**src/design/assert_macros.svh**
```systemverilog
// Assertion macros shared by the RPN calculator RTL.
// Depends on nothing; included inside module bodies.
`ifndef ASSERT_MACROS_SVH
`define ASSERT_MACROS_SVH
// Implication checked on every rising clock edge outside reset.
`define ASSERT_IMPL(label, clk_s, rstn_s, ante, cons, msg) \
    label: assert property (@(posedge clk_s) disable iff (!rstn_s) (ante) |-> (cons)) \
        else $error(msg);
// Next-cycle implication checked outside reset.
`define ASSERT_NEXT(label, clk_s, rstn_s, ante, cons, msg) \
    label: assert property (@(posedge clk_s) disable iff (!rstn_s) (ante) |=> (cons)) \
        else $error(msg);
`endif

```
**src/design/rpn_pkg.sv**
```systemverilog
// Package for the RPN calculator: opcodes, command and status structs.
// Used by the controller, datapath and top level.
package rpn_pkg;
    localparam logic [3:0] FN_PUSH  = 4'd0;
    localparam logic [3:0] FN_ADD   = 4'd1;
    localparam logic [3:0] FN_SUB   = 4'd2;
    localparam logic [3:0] FN_MUL   = 4'd3;
    localparam logic [3:0] FN_DIV   = 4'd4;
    localparam logic [3:0] FN_MOD   = 4'd5;
    localparam logic [3:0] FN_PRINT = 4'd6;
    localparam logic [3:0] FN_STORE = 4'd7;
    localparam logic [3:0] FN_LOAD  = 4'd8;
    localparam logic [3:0] FN_SWAP  = 4'd9;
    localparam logic [3:0] FN_PEEK  = 4'd10;
    localparam logic [3:0] FN_CLEAR = 4'd11;
    localparam logic [3:0] FN_DUP   = 4'd12;

    localparam int NUM_VARS = 26;

    // Datapath micro-operations issued by the controller.
    localparam logic [2:0] OP_NONE  = 3'd0;
    localparam logic [2:0] OP_START = 3'd1; // latch token
    localparam logic [2:0] OP_POPB  = 3'd2; // read top into b
    localparam logic [2:0] OP_POPA  = 3'd3; // read top into a
    localparam logic [2:0] OP_EXEC  = 3'd4; // compute / start divider
    localparam logic [2:0] OP_DIVST = 3'd5; // one divider step
    localparam logic [2:0] OP_WB    = 3'd6; // write results, pushes
    localparam logic [2:0] OP_PUSH2 = 3'd7; // second push of swap/dup

    typedef struct packed {
        logic [2:0] op;
    } rpn_cmd_t;

    typedef struct packed {
        logic div_done;
        logic bzero;
        logic [3:0] func;
    } rpn_stat_t;
endpackage

```
**src/design/rpn_ctrl.sv**
```systemverilog
// Controller state machine of the RPN calculator.
// Depends on rpn_pkg and assert_macros.svh.
module rpn_ctrl (
    input  logic              clk,
    input  logic              rst_n,
    input  logic              s_tvalid,
    output logic              s_tready,
    output logic              m_tvalid,
    input  logic              m_tready,
    output rpn_pkg::rpn_cmd_t  cmd,
    input  rpn_pkg::rpn_stat_t stat
);
    import rpn_pkg::*;
    `include "assert_macros.svh"

    localparam logic [2:0] S_IDLE = 3'd0;
    localparam logic [2:0] S_POPB = 3'd1;
    localparam logic [2:0] S_POPA = 3'd2;
    localparam logic [2:0] S_EXEC = 3'd3;
    localparam logic [2:0] S_DIV  = 3'd4;
    localparam logic [2:0] S_WB   = 3'd5;
    localparam logic [2:0] S_PUSH2 = 3'd6;
    localparam logic [2:0] S_OUT  = 3'd7;

    logic [2:0] state_reg, state_next;
    logic pops_b, pops_a, two_push;

    assign pops_b = stat.func inside {FN_ADD, FN_SUB, FN_MUL, FN_DIV, FN_MOD, FN_PRINT,
                                       FN_SWAP};
    assign pops_a = stat.func inside {FN_ADD, FN_SUB, FN_MUL, FN_SWAP, FN_STORE, FN_DUP};
    assign two_push = stat.func inside {FN_SWAP, FN_DUP};

    assign s_tready = (state_reg == S_IDLE);
    assign m_tvalid = (state_reg == S_OUT);

    // Next state and command.
    always_comb
    begin
        state_next = state_reg;
        cmd.op = OP_NONE;
        case (state_reg)
            S_IDLE:
            begin
                if (s_tvalid)
                begin
                    cmd.op = OP_START;
                    state_next = S_POPB;
                end
            end
            S_POPB:
            begin
                if (pops_b) cmd.op = OP_POPB;
                state_next = S_POPA;
            end
            S_POPA:
            begin
                // Div and mod pop a only when b is usable.
                if (pops_a || ((stat.func == FN_DIV || stat.func == FN_MOD) && !stat.bzero))
                    cmd.op = OP_POPA;
                state_next = S_EXEC;
            end
            S_EXEC:
            begin
                // Div and mod both run the iterative divider when b is usable.
                cmd.op = OP_EXEC;
                state_next = ((stat.func == FN_DIV || stat.func == FN_MOD) && !stat.bzero) ?
                             S_DIV : S_WB;
            end
            S_DIV:
            begin
                if (stat.div_done) state_next = S_WB;
                else cmd.op = OP_DIVST;
            end
            S_WB:
            begin
                cmd.op = OP_WB;
                state_next = two_push ? S_PUSH2 : S_OUT;
            end
            S_PUSH2:
            begin
                cmd.op = OP_PUSH2;
                state_next = S_OUT;
            end
            S_OUT:
            begin
                if (m_tready) state_next = S_IDLE;
            end
            default: state_next = S_IDLE;
        endcase
    end

    always_ff @(posedge clk or negedge rst_n)
    begin
        if (!rst_n) state_reg <= S_IDLE;
        else state_reg <= state_next;
    end

    `ASSERT_NEXT(a_accept, clk, rst_n, s_tvalid && s_tready, state_reg == S_POPB,
                 "accepted request not started")
    `ASSERT_NEXT(a_deliver, clk, rst_n, m_tvalid && m_tready, state_reg == S_IDLE,
                 "result not released")
    `ASSERT_IMPL(a_excl, clk, rst_n, 1'b1, !(s_tready && m_tvalid), "accept while holding")
endmodule

```
**config.mk**
```make
export PLATFORM = sky130hd
export DESIGN_NAME = rpn_ctrl
export DESIGN_NICKNAME = d
export VERILOG_FILES = /design/src/design/rpn_pkg.sv /design/src/design/rpn_ctrl.sv
export VERILOG_INCLUDE_DIRS = /design/src /design/src/design
export SDC_FILE = /design/constraint.sdc
export NUM_CORES = 1
export LEC_CHECK = 0
export BUFFER_PORTS_ARGS = -buffer_cell sky130_fd_sc_hd__clkbuf_2
export CAP_MARGIN = 20
export CORE_AREA = 2 2 39 41
export CTS_CLUSTER_SIZE = 30
export DETAILED_ROUTE_END_ITERATION = 7
export DIE_AREA = 0 0 41 43
export GPL_TIMING_DRIVEN = 0
export PLACE_DENSITY = 0.53
export SYNTH_ARGS = -nofsm -noshare
export SYNTH_HDL_FRONTEND = slang
export SYNTH_SLANG_ARGS = --single-unit
```
**constraint.sdc**
```tcl
create_clock -name clk -period 1.5 [get_ports clk]
set_input_delay 0.075 -clock clk [delete_from_list [all_inputs] [get_ports clk]]
set_output_delay 0.075 -clock clk [all_outputs]
set_load 0.005 [all_outputs]
```
Yosys cells after proc, flatten, opt, wreduce, memory -nomap -nowiden

Cells that the tools add are included.

Equal/unequal tests: 19
Reductions and logical operators: 9
Mux-type cells: 11

Operators with widths:

| operator                                             | count |
|---|---|
| one-hot mux 3 bit (8 select lines)                   | 1 |
| one-hot mux 3 bit (7 select lines)                   | 1 |
| equality test 4 x 3 -> 1 bit (second input constant) | 4 |
| equality test 3 bit (second input constant)          | 4 |
| two-way mux 3 bit                                    | 4 |
| equality test 4 x 2 -> 1 bit (second input constant) | 2 |
| equality test 4 bit (second input constant)          | 2 |
| nonzero test 7 bit                                   | 1 |
| equality test 3 x 2 -> 1 bit (second input constant) | 2 |
| nonzero test 6 bit                                   | 1 |
| equality test 4 x 1 -> 1 bit (second input constant) | 1 |
| two-way mux 2 bit                                    | 2 |
| != test 2 bit (second input constant)                | 2 |
| equality test 3 x 1 -> 1 bit (second input constant) | 1 |
| logical NOT 3 bit                                    | 1 |
| two-way mux 1 bit                                    | 3 |
| AND reduction 3 bit                                  | 1 |
| logical OR 1 bit                                     | 2 |
| != test 2 x 1 -> 1 bit (second input constant)       | 1 |
| nonzero test 2 bit                                   | 1 |
| logical AND 1 bit                                    | 1 |
| logical NOT 1 bit                                    | 1 |

Bits of input ports: 10
Register bits: 3

Depth between registers and ports, before layout

Gate-level depths: netlist of the first run.

Word-level depth: 6
Depth in mapped cells: 5
Depth with buffers taken out: 4

Worst setup path before layout of the first run

No wires, ideal clock.

Path kind: register to output
Start: register state_reg[2]
End: output port cmd[1] (netlist bit)
Cell stages (with the launch flop): 5
Path slack: 0.279 ns
Data arrival time: 1.146 ns
Path buffers: 1
Path through: dfrtp_1 clkbuf_1 inv_1 a311o_1 a21oi_2

RTL lines:

| item                   | line           | RTL |
|---|---|---|
| start, declared        | rpn_ctrl.sv:25 | `logic [2:0] state_reg, state_next;` |
| start signal, assigned | rpn_ctrl.sv:95 | `else state_reg <= state_next;` |
| end, declared          | rpn_ctrl.sv:10 | `output rpn_pkg::rpn_cmd_t cmd,` |

==> results of run 1 <==
routing by layer:
metal,vias to the layer above,wire (um)
met4,0,0
met1,178,400
met5,-,0
met3,0,50
li1,207,-
met2,18,429
what timing repair did:
item,CTS,global route
resized for setup,5,4
pin swaps,0,1
endpoints found under the hold margin,3,0
endpoints found under the setup margin,3,2
setup buffers,2,2
hold buffers,1,0
path summary, 6_finish.rpt:
check / from / end / slack, ps / cells after the start
max: state_reg[0] / cmd[1] / 70 / 4
min: m_tready / state_reg[0] / 90 / 2
max reg2reg: state_reg[1] / state_reg[0] / 360 / 5
min reg2reg: state_reg[1] / state_reg[1] / 620 / 2
max in group asynchronous: rst_n / state_reg[0] / 1210 / 2
min in group asynchronous: rst_n / state_reg[0] / 180 / 2
through the flow:
step | instance area (sq um) | power [mW] | hold slack, ps
CTS | 467.9 | 0.8441 | 95.91
detailed placement | 406.6 | 0.6236 | -127.3
finish | 488.0 | 0.9028 | 94.97
global placement | 406.6 | 0.6230 | -127.9
global route | 488.0 | 0.9900 | 119.3
floorplan | 316.6 | 0.4618 | -220.6
worst reg2reg max path: cells and delay by family (launching register included):
kind	cells	cell delay [ps]
AO/OA/AOI/OAI	2	260
buffers and inverters	1	140
flip-flops	1	370
AND/OR/NAND/NOR	2	250
cell families (layout without fill, tap and decap cells):
logic type,count (synthesis),in the layout,share of synthesized area
AO/OA/AOI/OAI,18,18,0.4151
flip-flops,3,3,0.2371
AND/OR/NAND/NOR,15,15,0.2371
XOR/XNOR,1,1,0.02767
buffers and inverters,7,29,0.08302
where the power goes:
group	leakage, nW	internal (mW)	switching (mW)	total, mW
Clock	0.0150	0.0996	0.0398	0.139
Combinational	0.188	0.311	0.300	0.611
Sequential	0.0316	0.124	0.0281	0.152
final cells by class:
type	count	area, sq um	share of cell area
inverter	5	18.77	0.03846
timing repair buffer	19	110.1	0.2256
buffer	1	13.76	0.02821
sequential	3	76.32	0.1564
clock buffer	4	26.28	0.05385
multi-input combinational	34	222.7	0.4564
tap	16	20.02	0.04103
placed cells by master, fill, tap and decap left out, types with 2 or more instances in the layout:
cell type	synthesis	routed
a21oi_1	4	4
a221o_1	2	2
buf_2	0	2
buf_4	0	4
clkbuf_2	0	12
clkbuf_4	0	3
dfrtp_1	3	2
inv_1	5	4
nand2_1	3	3
nand2b_1	2	2
nor2_1	4	4
nor3_1	2	2
o21ai_0	2	2
==> metrics.yaml, run 1 <==
diodes: 0
place_congestion: 0.6441
final_nets: 77
antenna_left: 0
yosysWarnings: 0
cts_tree: "built"
drive_above_1_share: 0.4242
cp-end-kind: "output pin"
grt_max_degree: 11
synth_seq_cells: 3
gr-usage-met1: 0.1613
slew_viol_final: 0
synth.most_common_cell: "inv_1"
cpMaxStageDelayCell: "dfrtp_2"
ys_types: 25
hold_viol_final: 0
rsz0062_at_grt: "no"
final_cells: 82
synth_edf_count: 0
crit_family: "compound AO/OA/AOI/OAI gates"
start_util: 0.2288
ys_seq_area_frac: 0.2372
setup_violations: 0
drc: 0
die_area_sq_um: 1763
syn-num-nets: 54
clk_latency_ps: 230
path_buf_inv: 1
peakVddDrop_v: 0.0005681
maxCapViolations: 0
clock_skew_ps: 1.465
netlist_area_sq_um: 316.6
synthFlopType: "dfrtp_1"
path_max_fanout: 5
die_x_um: 41
cts.reportedPaths.clkPinSlew_ps: 40
dp_hpwl_um: 614.5
clk_path_buf_depth: 2
dp.cells: 74
crit_chain: "and2_4, a311o_1, a21oi_2, buf_2"
hp-class: "in2reg"
num_vias: 403
start_kind: "register"
io_pins: 15
grt_pass1_wl_um: 1483
synth_common_cells: "inv_1 (5), a21oi_1 (4), nor2_1 (4)"
cellPowerDensity_nw_per_um2: 1850
clock.fmax_mhz: 700.5
synth.area.top_cells: "dfrtp_1 (24%), a21oi_1 (6.3%), a221o_1 (6.3%)"
htreeDepth: 1
layout_min_cycle_time_ps: 1428
antenna_found_initial: 0
worst_pin_slew_ps: 301.4
clock_sinks: 3
wl_um: 880
synth_top_area_frac: 0.2372
track_usage: 0.1196
largest_register_ffs: 3
viasPerCell: 4.915
drt_iter0_markers: 4
dr.pass1.iters: 4
worst_slack_ps: 72.43
nFillCells: 159
place_ws_ps: 4.569
overflow: 0
cts_root_buffer: "clkbuf_4"
async_flop_share: 1.000
rows: 14
critical_path_required_ps: 1420
grtUsageMet3: 0.01571
grt_pass1_vias: 367
worstPathArrival_ps: 1350
status: "complete, no violations"
syn_area_per_cell_sq_um: 7.194
wl_per_cell_um: 10.73
chipHeight_um: 43
relSlewSlack: 0.7963
worst-setup-path-type: "reg2out"
core_sq_um: 1384
numPortBuffers: 14
synth_top_area_cell: "dfrtp_1"
slowest_delay_ps: 410
p_leak_nw: 0.2350
final.period_utilization: 0.9517
tns_ps: 0
area_delta_synth_final_pct: 54.15
gr-max-usage-layer: "met2"
fin_util: 0.3526
syn_inst: 44
grtUsageMet2: 0.1875
numCtsBuffers: 3
Power figures use the tool's default switching activity.
==> run 2: changes to the inputs <==
==> constraint.sdc (replaced) <==
create_clock -name clk -period 1.5 [get_ports clk]
set_input_delay 0.075 -clock clk [delete_from_list [all_inputs] [get_ports clk]]
set_output_delay 0.075 -clock clk [all_outputs]
set_load 0.02 [all_outputs]
==> run 2 against run 1 <==
  * Wire length is 2.2% lower
  * Clock skew is 4.6 ps higher
  * Clock power is 4% higher
==> metrics.yaml, run 2 (synthesized netlist as in run 1, its figures left out) <==
final.period_utilization: 0.9607
tns_ps: 0
worst_pin_slew_ps: 314.2
cts_tree: "built"
num_vias: 405
layout_min_cycle_time_ps: 1441
final_nets: 78
worst-setup-path-type: "reg2out"
reg2reg_from: "state_reg[2]"
diodes: 0
die_x_um: 41
hold_path_startpoint: "m_tready"
slew_viol_final: 0
rsz0062_at_grt: "yes"
hp-class: "in2reg"
cts_root_buffer: "clkbuf_4"
numPortBuffers: 14
start_kind: "register"
drive_above_1_share: 0.4478
cts.reportedPaths.clkPinSlew_ps: 40
relSlewSlack: 0.7876
cp-end-kind: "output pin"
worstHoldEndpoint: "state_reg[0]"
wl_per_cell_um: 10.37
hold_depth: 2
overflow: 0
core_sq_um: 1384
setup_violations: 0
fin_util: 0.3698
io_pins: 15
htreeDepth: 1
place_ws_ps: -24.75
netSwitchingFraction: 0.4450
grt_pass1_wl_um: 1179
crit_chain: "and2_4, a311o_1, a21oi_2, clkbuf_8"
switching_power_mw: 0.4756
clk_latency_ps: 240
clock.fmax_mhz: 694.0
seqPwrFrac: 0.155
p_leak_nw: 0.2446
critical_path_required_ps: 1420
worstPathArrival_ps: 1370
place_congestion: 0.6558
viasPerCell: 4.880
cpMaxStageDelayCell: "dfrtp_1"
largest_register_ffs: 3
antenna_found_initial: 0
peakVddDrop_v: 0.0004568
dp_hpwl_um: 601
chipHeight_um: 43
die_area_sq_um: 1763
reg2reg_depth: 4
final_cell_mix: "clkbuf_2 (13), inv_1 (4), a21oi_1 (4), buf_4 (4)"
clock_sinks: 3
wl_um: 861
status: "complete, no violations"
grt_pass1_vias: 331
total_power_mw: 1.069
start_util: 0.2288
antenna_left: 0
pwr-share-clk: 0.136
dr.pass1.iters: 4
clk_path_buf_depth: 2
drc: 0
reg2reg_slack_ps: 300
grt_max_degree: 11
slowest_delay_ps: 400
track_usage: 0.1034
path_max_fanout: 5
maxCapViolations: 0
clock_skew_ps: 6.041
numCtsBuffers: 3
hold_viol_final: 0
r2r_end: "state_reg[0]"
pwr-share-comb: 0.709
cellPowerDensity_nw_per_um2: 2089
area_delta_synth_final_pct: 61.66
worst_slack_ps: 58.98
final_common_cell: "clkbuf_2"
rows: 14
power.internal_mw: 0.5933
drt_iter0_markers: 2
run 2: metal layers:
metal / track usage / vias up / routed length [um]
li1: - / 210 / -
met2: 0.1625 / 15 / 422
met5: 0 / - / 0
met1: 0.1061 / 177 / 374
met3: 0.01571 / 3 / 47
met4: 0.1000 / 0 / 16
run 2: cell type report:
type                            instances  area, sq um
Tap cell                               16        20.02
Sequential cell                         3        76.32
Buffer                                  1        15.01
Clock buffer                            4        26.28
Timing Repair Buffer                   20        130.1
Inverter                                5        18.77
Multi-Input combinational cell         34        225.2
Fill cell                             151        872.1
run 2: worst max path at each step:
stage	start	slack (ps)	cells past startpoint	end
floorplan	state_reg[2]	50	3	cmd[0]
global placement	state_reg[2]	-40	5	cmd[1]
detailed placement	state_reg[2]	-20	5	cmd[1]
CTS	state_reg[0]	20	4	cmd[1]
global route	state_reg[1]	-10	5	cmd[1]
finish	state_reg[1]	60	4	cmd[1]
run 2: worst max-delay path, delay by kind of cell (launching register included):
| family | cells | cell delay (ps) |
|---|---|---|
| simple gates | 1 | 190 |
| flops | 1 | 400 |
| buf+inv | 1 | 150 |
| compound gates | 2 | 390 |
run 2: repair_timing:
item,in CTS,in global routing
hold endpoints to repair,3,0
resized for setup,8,3
setup endpoints to repair,4,2
pin swaps,0,1
buffers inserted,3,2
hold buffers,1,0
run 2: power groups by stage:
stage / Sequential [mW] / Clock [mW] / Combinational, mW
after floorplan: 0.141 / 0 / 0.433
after global placement: 0.149 / 0 / 0.583
after detailed placement: 0.148 / 0 / 0.584
after CTS: 0.155 / 0.147 / 0.707
after global routing: 0.169 / 0.155 / 0.827
final: 0.165 / 0.145 / 0.758
run 2: metrics by stage:
stage	std cells	hold slack, ps	instance area, sq um
after floorplan	44	-220.6	321.6
after global placement	74	-127.1	411.6
after detailed placement	74	-128.4	411.6
after CTS	81	81.87	489.2
after global routing	83	97.21	511.7
final	83	79.21	511.7
